$ cat config.mk
export PLATFORM = sky130hd
export DESIGN_NAME = keyboard_scan_decoder_autorepeat_flat
export DESIGN_NICKNAME = d
export VERILOG_FILES = /design/src/sv/kbd_pkg.sv /design/src/sv/kbd_ifs.sv /design/src/sv/kbd_apb.sv /design/src/sv/kbd_keymap.sv /design/src/sv/kbd_front.sv /design/src/sv/kbd_repeat.sv /design/src/sv/keyboard_scan_decoder_autorepeat.sv /design/src/flat_wrapper.sv
export SDC_FILE = /design/constraint.sdc
export NUM_CORES = 2
export LEC_CHECK = 0
export BUFFER_PORTS_ARGS = -buffer_cell sky130_fd_sc_hd__buf_2
export CORE_MARGIN = 8
export CORE_UTILIZATION = 40
export DETAILED_ROUTE_END_ITERATION = 10
export PLACE_DENSITY_LB_ADDON = 0.25
export RECOVER_POWER = 50
export SETUP_SLACK_MARGIN = 0.05
export SLEW_MARGIN = 5
export SYNTH_ARGS = -nofsm -noshare
export SYNTH_HDL_FRONTEND = slang
export SYNTH_HIERARCHICAL = 1
export SYNTH_SLANG_ARGS = --single-unit
$ cat constraint.sdc
create_clock -name clk -period 4.1 [get_ports clk]
set_input_delay 0.205 -clock clk [delete_from_list [all_inputs] [get_ports clk]]
set_output_delay 0.205 -clock clk [all_outputs]
set_load 0.02 [all_outputs]
$ cat src/sv/kbd_pkg.sv
// Shared constants and types for the keyboard scan decoder.
package kbd_pkg;

	localparam int BLINK_BITS = 5;
	localparam int TICKS_W    = 16;
	localparam int MAP_DEPTH  = 256;
	localparam int MAP_AW     = $clog2(MAP_DEPTH);

	localparam logic [7:0] REPEAT_DELAY_RESET = 8'd10;
	localparam logic [7:0] MOUSE_MASK   = 8'hFC;
	localparam logic [7:0] MOUSE_HEADER = 8'hF8;
	localparam logic [7:0] LSHIFT_MAKE  = 8'h2A;
	localparam logic [7:0] RSHIFT_MAKE  = 8'h36;
	localparam logic [7:0] LSHIFT_BREAK = 8'hAA;
	localparam logic [7:0] RSHIFT_BREAK = 8'hB6;

	localparam logic [TICKS_W-1:0] TICKS_MAX = {TICKS_W{1'b1}};

	// input item kinds
	localparam logic [1:0] MODE_BYTE = 2'd0;
	localparam logic [1:0] MODE_TICK = 2'd1;
	localparam logic [1:0] MODE_LOAD = 2'd2;

	// packet phases
	localparam logic [1:0] PH_SCAN  = 2'd0;
	localparam logic [1:0] PH_SKIP1 = 2'd1;
	localparam logic [1:0] PH_SKIP2 = 2'd2;

	// work left for the repeat stage
	localparam logic [1:0] KIND_NONE  = 2'd0;
	localparam logic [1:0] KIND_LOOK  = 2'd1;
	localparam logic [1:0] KIND_BREAK = 2'd2;
	localparam logic [1:0] KIND_TICK  = 2'd3;

	// register indexes
	localparam logic REG_REPEAT_DELAY = 1'b0;

	typedef struct packed {
		logic [1:0] kind;
		logic       toggle;
	} dec_t;

endpackage

$ cat src/sv/kbd_ifs.sv
// Stream channel interfaces for input items and result items.
interface kbd_in_if;
	logic       valid;
	logic       ready;
	logic [1:0] mode;
	logic [7:0] data_byte;
	logic [7:0] map_index;
	logic [7:0] map_value;

	modport source (output valid, mode, data_byte, map_index, map_value, input ready);
	modport sink (input valid, mode, data_byte, map_index, map_value, output ready);
endinterface

interface kbd_out_if;
	logic       valid;
	logic       ready;
	logic       char_valid;
	logic [7:0] char_code;
	logic       cursor_toggle;

	modport source (output valid, char_valid, char_code, cursor_toggle, input ready);
	modport sink (input valid, char_valid, char_code, cursor_toggle, output ready);
endinterface

$ cat src/sv/kbd_apb.sv
// APB register file holding the autorepeat delay.
module kbd_apb (
	input  logic        clk,
	input  logic        arst_n,
	input  logic        psel,
	input  logic        penable,
	input  logic        pwrite,
	input  logic [2:0]  paddr,
	input  logic [31:0] pwdata,
	output logic [31:0] prdata,
	output logic        pready,
	output logic [7:0]  repeat_delay
);

	logic [7:0] delay_q;
	logic       reg_idx;

	assign reg_idx = paddr[2];
	assign pready  = 1'b1;

	always_ff @(posedge clk or negedge arst_n) begin
		if (!arst_n) begin
			delay_q <= kbd_pkg::REPEAT_DELAY_RESET;
		end else if (psel && penable && pwrite && pready
				&& reg_idx == kbd_pkg::REG_REPEAT_DELAY) begin
			delay_q <= pwdata[7:0];
		end
	end

	assign prdata       = (reg_idx == kbd_pkg::REG_REPEAT_DELAY) ? {24'd0, delay_q} : 32'd0;
	assign repeat_delay = delay_q;

endmodule

$ cat src/sv/kbd_keymap.sv
// Two-plane keymap: synchronous memory with per-entry valid bits cleared at reset.
module kbd_keymap (
	input  logic                      clk,
	input  logic                      arst_n,
	input  logic                      wr_en,
	input  logic [kbd_pkg::MAP_AW-1:0] wr_addr,
	input  logic [7:0]                wr_data,
	input  logic                      rd_en,
	input  logic [kbd_pkg::MAP_AW-1:0] rd_addr,
	output logic [7:0]                rd_data
);

	logic [7:0]                    mem [kbd_pkg::MAP_DEPTH];
	logic [kbd_pkg::MAP_DEPTH-1:0] vld_q;
	logic [7:0]                    data_q;
	logic                          hit_q;

	always_ff @(posedge clk) begin
		if (wr_en) begin
			mem[wr_addr] <= wr_data;
		end
		if (rd_en) begin
			data_q <= mem[rd_addr];
		end
	end

	// unwritten entries read as zero
	always_ff @(posedge clk or negedge arst_n) begin
		if (!arst_n) begin
			vld_q <= '0;
			hit_q <= 1'b0;
		end else begin
			if (wr_en) begin
				vld_q[wr_addr] <= 1'b1;
			end
			if (rd_en) begin
				hit_q <= vld_q[rd_addr];
			end
		end
	end

	assign rd_data = hit_q ? data_q : 8'd0;

endmodule

$ cat src/sv/kbd_front.sv
// Accept stage: packet phase, shift count, blink counter and keymap access.
module kbd_front (
	input  logic                       clk,
	input  logic                       arst_n,
	input  logic                       accept,
	input  logic [1:0]                 mode,
	input  logic [7:0]                 data_byte,
	input  logic [7:0]                 map_index,
	input  logic [7:0]                 map_value,
	output logic                       map_wr_en,
	output logic [kbd_pkg::MAP_AW-1:0] map_wr_addr,
	output logic [7:0]                 map_wr_data,
	output logic                       map_rd_en,
	output logic [kbd_pkg::MAP_AW-1:0] map_rd_addr,
	output kbd_pkg::dec_t              dec
);

	logic [1:0]                   phase_q, phase_d;
	logic [7:0]                   shift_q, shift_d;
	logic [kbd_pkg::BLINK_BITS-1:0] blink_q, blink_d;

	always_comb begin
		phase_d    = phase_q;
		shift_d    = shift_q;
		blink_d    = blink_q;
		dec.kind   = kbd_pkg::KIND_NONE;
		dec.toggle = 1'b0;
		case (mode)
			kbd_pkg::MODE_BYTE: begin
				case (phase_q)
					kbd_pkg::PH_SCAN: begin
						if ((data_byte & kbd_pkg::MOUSE_MASK) == kbd_pkg::MOUSE_HEADER) begin
							phase_d = kbd_pkg::PH_SKIP1;
						end else if (data_byte == kbd_pkg::LSHIFT_MAKE
								|| data_byte == kbd_pkg::RSHIFT_MAKE) begin
							shift_d = shift_q + 8'd1;
						end else if (data_byte == kbd_pkg::LSHIFT_BREAK
								|| data_byte == kbd_pkg::RSHIFT_BREAK) begin
							shift_d = shift_q - 8'd1;
						end else if (!data_byte[7]) begin
							dec.kind = kbd_pkg::KIND_LOOK;
						end else begin
							dec.kind = kbd_pkg::KIND_BREAK;
						end
					end
					kbd_pkg::PH_SKIP1: phase_d = kbd_pkg::PH_SKIP2;
					default:           phase_d = kbd_pkg::PH_SCAN;
				endcase
			end
			kbd_pkg::MODE_TICK: begin
				blink_d    = blink_q + 1'b1;
				dec.kind   = kbd_pkg::KIND_TICK;
				dec.toggle = (blink_d == '0);
			end
			default: ;
		endcase
	end

	always_ff @(posedge clk or negedge arst_n) begin
		if (!arst_n) begin
			phase_q <= kbd_pkg::PH_SCAN;
			shift_q <= 8'd0;
			blink_q <= '0;
		end else if (accept) begin
			phase_q <= phase_d;
			shift_q <= shift_d;
			blink_q <= blink_d;
		end
	end

	// lookup uses the shift count as it stands; a lookup byte never changes it
	assign map_rd_en   = accept && dec.kind == kbd_pkg::KIND_LOOK;
	assign map_rd_addr = {shift_q != 8'd0, data_byte[6:0]};
	assign map_wr_en   = accept && mode == kbd_pkg::MODE_LOAD;
	assign map_wr_addr = map_index;
	assign map_wr_data = map_value;

endmodule

$ cat src/sv/kbd_repeat.sv
// Repeat stage: held character, repeat count and the output register.
module kbd_repeat (
	input  logic          clk,
	input  logic          arst_n,
	input  logic          accept,
	input  kbd_pkg::dec_t dec,
	input  logic [7:0]    map_data,
	input  logic [7:0]    repeat_delay,
	output logic          in_ready,
	output logic          out_valid,
	input  logic          out_ready,
	output logic          char_valid,
	output logic [7:0]    char_code,
	output logic          cursor_toggle
);

	kbd_pkg::dec_t              dec_s1;
	logic                       vld_s1;
	logic                       go;
	logic [7:0]                 rc_q, rc_d;
	logic [kbd_pkg::TICKS_W-1:0] ticks_q, ticks_d;
	logic                       emit;
	logic [7:0]                 code;
	logic                       out_vld_q, cv_q, ct_q;
	logic [7:0]                 cc_q;

	assign go       = vld_s1 && (!out_vld_q || out_ready);
	assign in_ready = !vld_s1 || go;

	always_comb begin
		rc_d    = rc_q;
		ticks_d = ticks_q;
		emit    = 1'b0;
		code    = 8'd0;
		case (dec_s1.kind)
			kbd_pkg::KIND_LOOK: begin
				rc_d = map_data;
				if (map_data != 8'd0) begin
					ticks_d = '0;
					emit    = 1'b1;
					code    = map_data;
				end
			end
			kbd_pkg::KIND_BREAK: rc_d = 8'd0;
			kbd_pkg::KIND_TICK: begin
				if (rc_q != 8'd0) begin
					if (ticks_q != kbd_pkg::TICKS_MAX) begin
						ticks_d = ticks_q + 1'b1;
					end
					if (ticks_d > {{(kbd_pkg::TICKS_W-8){1'b0}}, repeat_delay}) begin
						emit = 1'b1;
						code = rc_q;
					end
				end
			end
			default: ;
		endcase
	end

	always_ff @(posedge clk or negedge arst_n) begin
		if (!arst_n) begin
			vld_s1    <= 1'b0;
			out_vld_q <= 1'b0;
			rc_q      <= 8'd0;
			ticks_q   <= '0;
		end else begin
			if (accept) begin
				vld_s1 <= 1'b1;
			end else if (go) begin
				vld_s1 <= 1'b0;
			end
			if (go) begin
				out_vld_q <= 1'b1;
				rc_q      <= rc_d;
				ticks_q   <= ticks_d;
			end else if (out_ready) begin
				out_vld_q <= 1'b0;
			end
		end
	end

	always_ff @(posedge clk) begin
		if (accept) begin
			dec_s1 <= dec;
		end
		if (go) begin
			cv_q <= emit;
			cc_q <= code;
			ct_q <= dec_s1.toggle;
		end
	end

	assign out_valid     = out_vld_q;
	assign char_valid    = cv_q;
	assign char_code     = cc_q;
	assign cursor_toggle = ct_q;

endmodule

$ cat src/sv/keyboard_scan_decoder_autorepeat.sv
// Top level of the keyboard scan decoder with autorepeat and cursor blink.
//
// Input channel in_ch carries one item per beat: a received keyboard byte,
// a frame tick, or a keymap load (mode 0, 1, 2; mode 3 does nothing).
// Output channel out_ch returns exactly one result beat per input beat,
// in order: char_valid/char_code for a delivered character and
// cursor_toggle on every 2^BLINK_BITS-th tick.
// The APB port holds repeat_delay at address 0 (reset value 10); write it
// only while no beat is in flight.
// Path from input acceptance to the result on out_ch: the accept cycle issues
// the synchronous keymap read; the repeat stage then resolves the held
// character and repeat count into the output register.
// Throughput is one beat per cycle while out_ch does not stall; the keymap
// read port and the repeat stage each take one item per cycle.
// Reset clears the packet phase, shift count, repeat and blink counters,
// and the keymap's per-entry valid bits, so the whole map reads zero at once.
// When out_ch stalls, one result waits in the output register and one item
// in the repeat stage; in_ch.ready then drops until the output drains.
module keyboard_scan_decoder_autorepeat (
	input  logic        clk,
	input  logic        arst_n,
	kbd_in_if.sink      in_ch,
	kbd_out_if.source   out_ch,
	input  logic        psel,
	input  logic        penable,
	input  logic        pwrite,
	input  logic [2:0]  paddr,
	input  logic [31:0] pwdata,
	output logic [31:0] prdata,
	output logic        pready
);

	logic                       accept;
	logic [7:0]                 repeat_delay;
	logic                       map_wr_en, map_rd_en;
	logic [kbd_pkg::MAP_AW-1:0] map_wr_addr, map_rd_addr;
	logic [7:0]                 map_wr_data, map_rd_data;
	kbd_pkg::dec_t              dec;

	// beat taken on in_ch
	assign accept = in_ch.valid && in_ch.ready;

	kbd_apb u_apb (
		.clk          (clk),
		.arst_n       (arst_n),
		.psel         (psel),
		.penable      (penable),
		.pwrite       (pwrite),
		.paddr        (paddr),
		.pwdata       (pwdata),
		.prdata       (prdata),
		.pready       (pready),
		.repeat_delay (repeat_delay)
	);

	// decode the item, advance the scalar counters, drive the keymap port
	kbd_front u_front (
		.clk         (clk),
		.arst_n      (arst_n),
		.accept      (accept),
		.mode        (in_ch.mode),
		.data_byte   (in_ch.data_byte),
		.map_index   (in_ch.map_index),
		.map_value   (in_ch.map_value),
		.map_wr_en   (map_wr_en),
		.map_wr_addr (map_wr_addr),
		.map_wr_data (map_wr_data),
		.map_rd_en   (map_rd_en),
		.map_rd_addr (map_rd_addr),
		.dec         (dec)
	);

	// a load followed at once by a lookup of the same entry sees the new
	// value: the write lands before the read takes its data
	kbd_keymap u_keymap (
		.clk     (clk),
		.arst_n  (arst_n),
		.wr_en   (map_wr_en),
		.wr_addr (map_wr_addr),
		.wr_data (map_wr_data),
		.rd_en   (map_rd_en),
		.rd_addr (map_rd_addr),
		.rd_data (map_rd_data)
	);

	// resolve the held character and hold results until taken
	kbd_repeat u_repeat (
		.clk           (clk),
		.arst_n        (arst_n),
		.accept        (accept),
		.dec           (dec),
		.map_data      (map_rd_data),
		.repeat_delay  (repeat_delay),
		.in_ready      (in_ch.ready),
		.out_valid     (out_ch.valid),
		.out_ready     (out_ch.ready),
		.char_valid    (out_ch.char_valid),
		.char_code     (out_ch.char_code),
		.cursor_toggle (out_ch.cursor_toggle)
	);

`ifndef NO_ASSERTIONS
	// a delivered character is never zero, and no character means code zero
	a_code_matches_valid: assert property (@(posedge clk) disable iff (!arst_n)
		out_ch.valid |-> (out_ch.char_valid == (out_ch.char_code != 8'd0)))
		else $error("char_code disagrees with char_valid");

	// a beat taken while the output is stalled fills the repeat stage
	a_stall_blocks_input: assert property (@(posedge clk) disable iff (!arst_n)
		(accept && out_ch.valid && !out_ch.ready) |=> (out_ch.ready || !in_ch.ready))
		else $error("input accepted with both stages full");
`endif

endmodule
$ cat src/flat_wrapper.sv
// flat-port wrapper written by rule: the top's interface ports become plain ports
module keyboard_scan_decoder_autorepeat_flat 
  (clk, arst_n, psel, penable, pwrite, paddr, pwdata, prdata, pready, in_ch_valid, in_ch_mode, in_ch_data_byte, in_ch_map_index, in_ch_map_value, in_ch_ready, out_ch_valid, out_ch_char_valid, out_ch_char_code, out_ch_cursor_toggle, out_ch_ready);
  kbd_in_if in_ch_i ();
  kbd_out_if out_ch_i ();
  input  logic clk;
  input  logic arst_n;
  input  logic psel;
  input  logic penable;
  input  logic pwrite;
  input  logic [2:0] paddr;
  input  logic [31:0] pwdata;
  output logic [31:0] prdata;
  output logic pready;
  input wire logic [$bits(in_ch_i.valid)-1:0] in_ch_valid;
  input wire logic [$bits(in_ch_i.mode)-1:0] in_ch_mode;
  input wire logic [$bits(in_ch_i.data_byte)-1:0] in_ch_data_byte;
  input wire logic [$bits(in_ch_i.map_index)-1:0] in_ch_map_index;
  input wire logic [$bits(in_ch_i.map_value)-1:0] in_ch_map_value;
  output wire logic [$bits(in_ch_i.ready)-1:0] in_ch_ready;
  output wire logic [$bits(out_ch_i.valid)-1:0] out_ch_valid;
  output wire logic [$bits(out_ch_i.char_valid)-1:0] out_ch_char_valid;
  output wire logic [$bits(out_ch_i.char_code)-1:0] out_ch_char_code;
  output wire logic [$bits(out_ch_i.cursor_toggle)-1:0] out_ch_cursor_toggle;
  input wire logic [$bits(out_ch_i.ready)-1:0] out_ch_ready;
  assign in_ch_i.valid = in_ch_valid;
  assign in_ch_i.mode = in_ch_mode;
  assign in_ch_i.data_byte = in_ch_data_byte;
  assign in_ch_i.map_index = in_ch_map_index;
  assign in_ch_i.map_value = in_ch_map_value;
  assign in_ch_ready = in_ch_i.ready;
  assign out_ch_valid = out_ch_i.valid;
  assign out_ch_char_valid = out_ch_i.char_valid;
  assign out_ch_char_code = out_ch_i.char_code;
  assign out_ch_cursor_toggle = out_ch_i.cursor_toggle;
  assign out_ch_i.ready = out_ch_ready;
  keyboard_scan_decoder_autorepeat u_core (.clk(clk), .arst_n(arst_n), .in_ch(in_ch_i), .out_ch(out_ch_i), .psel(psel), .penable(penable), .pwrite(pwrite), .paddr(paddr), .pwdata(pwdata), .prdata(prdata), .pready(pready));
endmodule
# Word level (Yosys, flattened, before mapping)
# Memory sizes are Yosys's and may differ from the RTL's. A register that Yosys moved wholly into a read port is not among the register bits.
# Cells that the tools add are included.
# totals
regBits,319
latchBits,0
ram_bits,2048
rom_bits,0
input_bits,68
output_inout_bits,45
wordCells,110
memories,1
# classes
n_addsub,4
mul,0
div_mod_pow,0
magnitude_cmp,4
n_eq_ne,16
n_shift,0
n_mux,37
bitwise_logic,3
n_reduce_logical,30
# memory_table
name,words,word_bits,read_ports,rd_ports_with_merged_regs,wr,line,rtl
u_core.u_keymap.mem,256,8,1,1,1,kbd_keymap.sv:13,logic [7:0] mem [kbd_pkg::MAP_DEPTH];
# ops
op,n
$or 256x256->256,1
$mux 16,5
$mux 8,7
$pmux 16 s2,1
$pmux 8 s2,2
$reduce_bool 8->1,3
$lt 8x9->1 const B,2
$add 16x1->16 const B,1
$eq 8x6->1 const B,2
$eq 8x8->1 const B,2
$gt 16x8->1,1
$ne 16x16->1 const B,1
$mux 2,6
$mux 1,11
$reduce_bool 2->1,5
$add 8x1->8 const B,1
$bmux 1 s8,1
$demux 1 s8,1
$eq 2x1->1 const B,4
$ge 8x1->1 const B,1
$logic_and 1x1->1,8
$pmux 2 s2,2
$sub 8x1->8 const B,1
$eq 2x2->1 const B,3
13 further kinds,22

# Longest topological paths before layout
# logic_depth
word_depth,9
mapped_depth,14
mapped_depth_nobuf,13

# Cells and area by module
# Netlist, hierarchy kept.
# modules_own_cells
mod,n_inst,cells_per_inst,area_each_um2,seq_area_each_um2
kbd_keymap,1,4286,88696.3,68170.4
kbd_repeat,1,263,2373.5,1041.0
kbd_front,1,131,1243.7,375.4
kbd_apb,1,52,581.8,202.7
keyboard_scan_decoder_autorepeat,1,1,6.3,0.0

# Least setup slack after synthesis
# Ideal clock, no wire load.
# synth_path
path_kind,register -> register
start,register u_core.u_repeat.out_vld_q (netlist: u_core/u_repeat/out_valid)
end,register u_core.u_keymap.hit_q
setup_ns,0.064
arrival_time_ns,3.232
required_time_ns,4.036
setup_slack_ns,0.803
path_stages_with_launch,10
path_buffers,0
period_less_slack_ns,3.297
path_cell_list,dfrtp_1 nor2b_1 nand2_1 and2_1 or3b_4 or3_4 nor3b_1 nand3_1 nor4_1 a211o_1
# synth_via
elab_chain_cells,6
# synth_lines
element,line,rtl
"start, declared",kbd_repeat.sv:24,"logic out_vld_q, cv_q, ct_q;"
"start signal, assigned",kbd_repeat.sv:63,out_vld_q <= 1'b0;
"start signal, assigned",kbd_repeat.sv:73,out_vld_q <= 1'b1;
"start signal, assigned",kbd_repeat.sv:77,out_vld_q <= 1'b0;
$logic_not 1->1,kbd_repeat.sv:27,assign go = vld_s1 && (!out_vld_q || out_ready);
$logic_or 1x1->1,kbd_repeat.sv:27,
$logic_and 1x1->1,kbd_repeat.sv:27,
$logic_or 1x1->1,kbd_repeat.sv:28,assign in_ready = !vld_s1 || go;
via in_ch_ready,flat_wrapper.sv:20,output wire logic [$bits(in_ch_i.ready)-1:0] in_ch_ready;
$logic_and 1x1->1,keyboard_scan_decoder_autorepeat.sv:41,assign accept = in_ch.valid && in_ch.ready;
via u_core.accept,keyboard_scan_decoder_autorepeat.sv:33,logic accept;
$logic_and 1x1->1,kbd_front.sv:72,assign map_rd_en = accept && dec.kind == kbd_pkg::KIND_LOOK;
via u_core.map_rd_en,keyboard_scan_decoder_autorepeat.sv:35,"logic map_wr_en, map_rd_en;"
"end signal, assigned",kbd_keymap.sv:37,hit_q <= vld_q[rd_addr];
"end, declared",kbd_keymap.sv:16,logic hit_q;
# The timed path passes the listed nets, and every way through them passes these cells.
# A chain may end at the register's enable or synchronous reset.

# Worst setup path in the final report
# layout_path
start,register u_core/u_repeat/ticks_q[0] in the netlist's numbering
end,"register u_core.u_repeat.cc_q[3] (netlist: u_core/u_repeat/char_code[3]), data pin"
# layout_via
elab_chain_cells,8
word_cells_on_any_way,9
classes_between,1 x add/sub; 1 x order compare; 1 x eq/ne; 6 x mux
# layout_lines
element,line,rtl
"start, declared",kbd_repeat.sv:21,"logic [kbd_pkg::TICKS_W-1:0] ticks_q, ticks_d;"
"start signal, assigned",kbd_repeat.sv:75,ticks_q <= ticks_d;
$add 16x1->16 / $ne 16x16->1 (equally long branches),"kbd_repeat.sv:48, kbd_repeat.sv:47",
$mux 16 (*),kbd_repeat.sv:47,if (ticks_q != kbd_pkg::TICKS_MAX) begin
$mux 16 (*),kbd_repeat.sv:46,if (rc_q != 8'd0) begin
$mux 16 (*),kbd_repeat.sv:35,case (dec_s1.kind)
$gt 16x8->1 (*),kbd_repeat.sv:50,"if (ticks_d > {{(kbd_pkg::TICKS_W-8){1'b0}}, repeat_delay}) begin"
$mux 8 (*),kbd_repeat.sv:50,
$mux 8 (*),kbd_repeat.sv:46,
$pmux 8 s2 (*),kbd_repeat.sv:35,
via u_core.u_repeat.code[3],kbd_repeat.sv:23,logic [7:0] code;
"end signal, assigned",kbd_repeat.sv:88,cc_q <= code;
"end, declared",kbd_repeat.sv:25,logic [7:0] cc_q;
# Mark *: on every way through the listed nets, which the timed path passes. The rest lies on a longest branch. The select of a mux whose other input is x is not followed.

==> qor.txt <==
Psw: 0.0110 W
Post-Route WL: 237000 um
number of global-route vias before repair: 48900
Yosys warnings: 6
DRC: 0
die span in x: 498 um
Overflow after GRT: 0
cells along the critical path: ha_1 > nand3_1 > or2_1 > nor3_2 > nor3_1 > xor2_1 > ha_1 > a21oi_1 > o21ai_0 > o22a_1 > nor4_4 > o21ai_1
Most Frequent Cell on Critical Path: ha_1
synthesized area: 92900 um2
slowest stage cell, crit path: nor4_4
Site Rows: 177
CP peak stage delay: 510 ps
total CTS buffers: 237
first-pass GRT wire length: 346000 um
vias per cell: 5.60
RSZ-0062 raised after global routing: no
pin count of the biggest net entering global routing: 142
Rel. slew slack: -1.35
initial DRC count: 4825
H-tree Lvls: 4
Max-Cap Viols: 9
Worst Setup Slack post-DPL: 369 ps
hold_ws: 85.2 ps
Max FO, Critical Path: 9
Total GRT Usage: 0.188
most common cell after layout, fill and taps aside: edfxtp_1
Mapped Avg Cell Area: 19.6 um2
Worst Setup End Kind: register
combinational share of power: 0.054
Crit path required time: 4700 ps
Worst-path clk slew: 60 ps
Max clock buf depth: 3
Switching Fraction: 0.216
fin. max-slew vios: 1034
placed cell area: 99700 um2
initial core utilization: 0.401
Distinct cells, synth: 74
top cell type by total area after synthesis: edfxtp_1
Cells after Synth: 4733
P_int: 0.0400 W
endpoints failing setup: 0
P&R area growth vs syn: 15.9%
chip height: 498 um
Worst Skew: 33.7 ps
post-DR wirelength/cell: 27.9 um
Fin. Hold Viols: 0
fin crit period: 3660 ps
initial antenna violation count: 10
Setup CP Type: register to register
status: finished, violations left
routed vias: 47600
Design Power: 0.0510 W
Clk Latency, worst-skew pair: 870 ps
DRT antenna net count: 0
layout cells sized above 1: 0.320
Post-synth EDFFs: 2069
Least-Margin Pin Slew: 3520 ps
Setup WS post-layout: 444 ps
CTS tree: yes
Hold Crit Class: input port to register
die footprint: 248000 um2
clk sinks: 2375
Achievable Freq: 0.274 GHz
setup TNS: 0 ps
main flop type after synthesis: edfxtp_1
clock network power share: 0.424
I/O Buffers: 61
share of the synthesized area in the top cell type: 0.669
ratio of total power to cell area: 474 nW/um2
violated checks: max-capacitance violations, max-slew violations
fill count: 19300
ys async rst share: 0.129
design area: 108000 um2
worst vdd ir: 510 uV
largest cells by area after synthesis: edfxtp_1, mux4_2, dfrtp_1
post-CTS setup buffers: 0
final period utilization: 0.892
final net count: 5327
Yosys reg bits: 2375
root buffer cell: clkbuf_16
register area share after synthesis: 0.751
# IOs: 113
commonest cells after routing, fill and taps aside: edfxtp_1, mux4_2, buf_4, dfrtp_1, nor2_1
Leak Pwr: 36.9 nW
Pre-antenna DRT Iters: 5
DP HPWL: 149000 um
CORE AREA: 232000 um2
Worst setup SP type: register
WP data arrival: 4260 ps
sequential power share: 0.521
Final Wtd Congestion: 0.842
Resized cells post-CTS: 0
[metrics by stage]
step | utilization | std cells
after floorplan | - | 4756
after global placement | 0.430 | 8006
after detailed placement | 0.430 | 8006
after CTS | 0.465 | 8491
after global routing | 0.464 | 8493
final | 0.464 | 8494
[cell families (layout without fill, tap and decap cells)]
group | count (synthesis) | count (layout) | synth area share
AOI/OAI and AO/OA | 522 | 522 | 0.0374
xor gates and xnor gates | 18 | 18 | 0.00170
adders and majority gates | 21 | 21 | 0.00291
buffers and inverters | 349 | 1041 | 0.0173
DFF | 2375 | 2375 | 0.751
muxes | 613 | 613 | 0.142
other | 2 | 28 | 0.0000808
and+or+nand+nor | 833 | 833 | 0.0471
[timing repair]
action	in CTS	in global routing
endpoints found under the setup margin	0	0
hold buffers	36	0
hold endpoints to repair	801	0
[critical path: cells and delay by family, from the launching register on]
kind	cells	cell delay, ps
AND/OR/NAND/NOR	5	1480
XOR/XNOR	1	200
adder cells (fa/ha/maj)	2	560
flip-flops	1	470
AO/OA/AOI/OAI	4	660
[power groups by stage]
stage | combinational [W] | clock [W] | sequential (W)
2_1_floorplan | 0.00166 | 0 | 0.0271
6_report | 0.00277 | 0.0217 | 0.0266
3_3_place_gp | 0.00274 | 0 | 0.0271
3_5_place_dp | 0.00277 | 0 | 0.0271
5_1_grt | 0.00297 | 0.0230 | 0.0266
4_1_cts | 0.00283 | 0.0221 | 0.0266
[layer usage]
metal | up-vias | track usage | routed length (um)
met2 | 1608 | 0.303 | 114000
met4 | 0 | 0.0525 | 6550
met3 | 350 | 0.0317 | 15100
met5 | - | 0 | 0
li1 | 20200 | - | -
met1 | 25500 | 0.266 | 101000
[cell usage after synthesis (18+ instances only)]
cell / number
clkbuf_1: 152
nor2b_1: 18
nor4_1: 46
nand3_1: 42
nand2_1: 74
buf_2: 73
nand4_1: 25
buf_1: 37
o21ai_0: 21
o22ai_1: 22
mux2i_1: 32
mux4_2: 565
ha_1: 20
edfxtp_1: 2069
or2_2: 267
inv_1: 32
a21oi_1: 151
nor2_1: 284
dfrtp_1: 304
a22oi_1: 258
buf_4: 50
[cell type report]
type                            instances  area (um2)  share of cell area
Clock buffer                          326        6510              0.0604
Timing Repair Buffer                  558        4510              0.0419
Antenna cell                            3        7.51           0.0000697
Multi-Input combinational cell       2032       21600               0.201
Tap cell                             3043        3810              0.0354
Clock inverter                        123        1300              0.0120
Sequential cell                      2375       69800               0.648
Inverter                               34         128             0.00119
[flip-flops by register name, indices dropped and copies added (netlist names)]
register / flops
u_core/u_apb/repeat_delay: 8
u_core/u_front/blink_q: 5
u_core/u_front/phase_q: 2
u_core/u_front/shift_q: 8
u_core/u_keymap/data_q: 8
u_core/u_keymap/hit_q: 1
u_core/u_keymap/mem: 2048
u_core/u_keymap/vld_q: 256
u_core/u_repeat/char_code: 8
u_core/u_repeat/char_valid: 1
u_core/u_repeat/cursor_toggle: 1
u_core/u_repeat/dec_s1: 3
u_core/u_repeat/out_valid: 1
u_core/u_repeat/rc_q: 8
u_core/u_repeat/ticks_q: 16
u_core/u_repeat/vld_s1: 1
[path summary, 6_finish.rpt]
check,startpoint,to,slack [ps],cells past startpoint
min in group asynchronous,arst_n,u_core/u_keymap/vld_q[178]$_DFFE_PN0P_,1350,3
worst max-delay path,u_core/u_repeat/ticks_q[0]$_DFFE_PN0P_,u_core/u_repeat/char_code[3]$_DFFE_PP_,440,12
worst max register to register,u_core/u_repeat/ticks_q[0]$_DFFE_PN0P_,u_core/u_repeat/char_code[3]$_DFFE_PP_,440,12
worst min-delay path,in_ch_map_index[0],u_core/u_keymap/mem[199][3]$_DFFE_PP_,90,4
worst min register to register,u_core/u_repeat/dec_s1[0]$_DFFE_PP_,u_core/u_repeat/cursor_toggle$_DFFE_PP_,430,0
max in group asynchronous,arst_n,u_core/u_apb/repeat_delay[6]$_DFFE_PN0P_,890,4
Power figures use the tool's default switching activity.
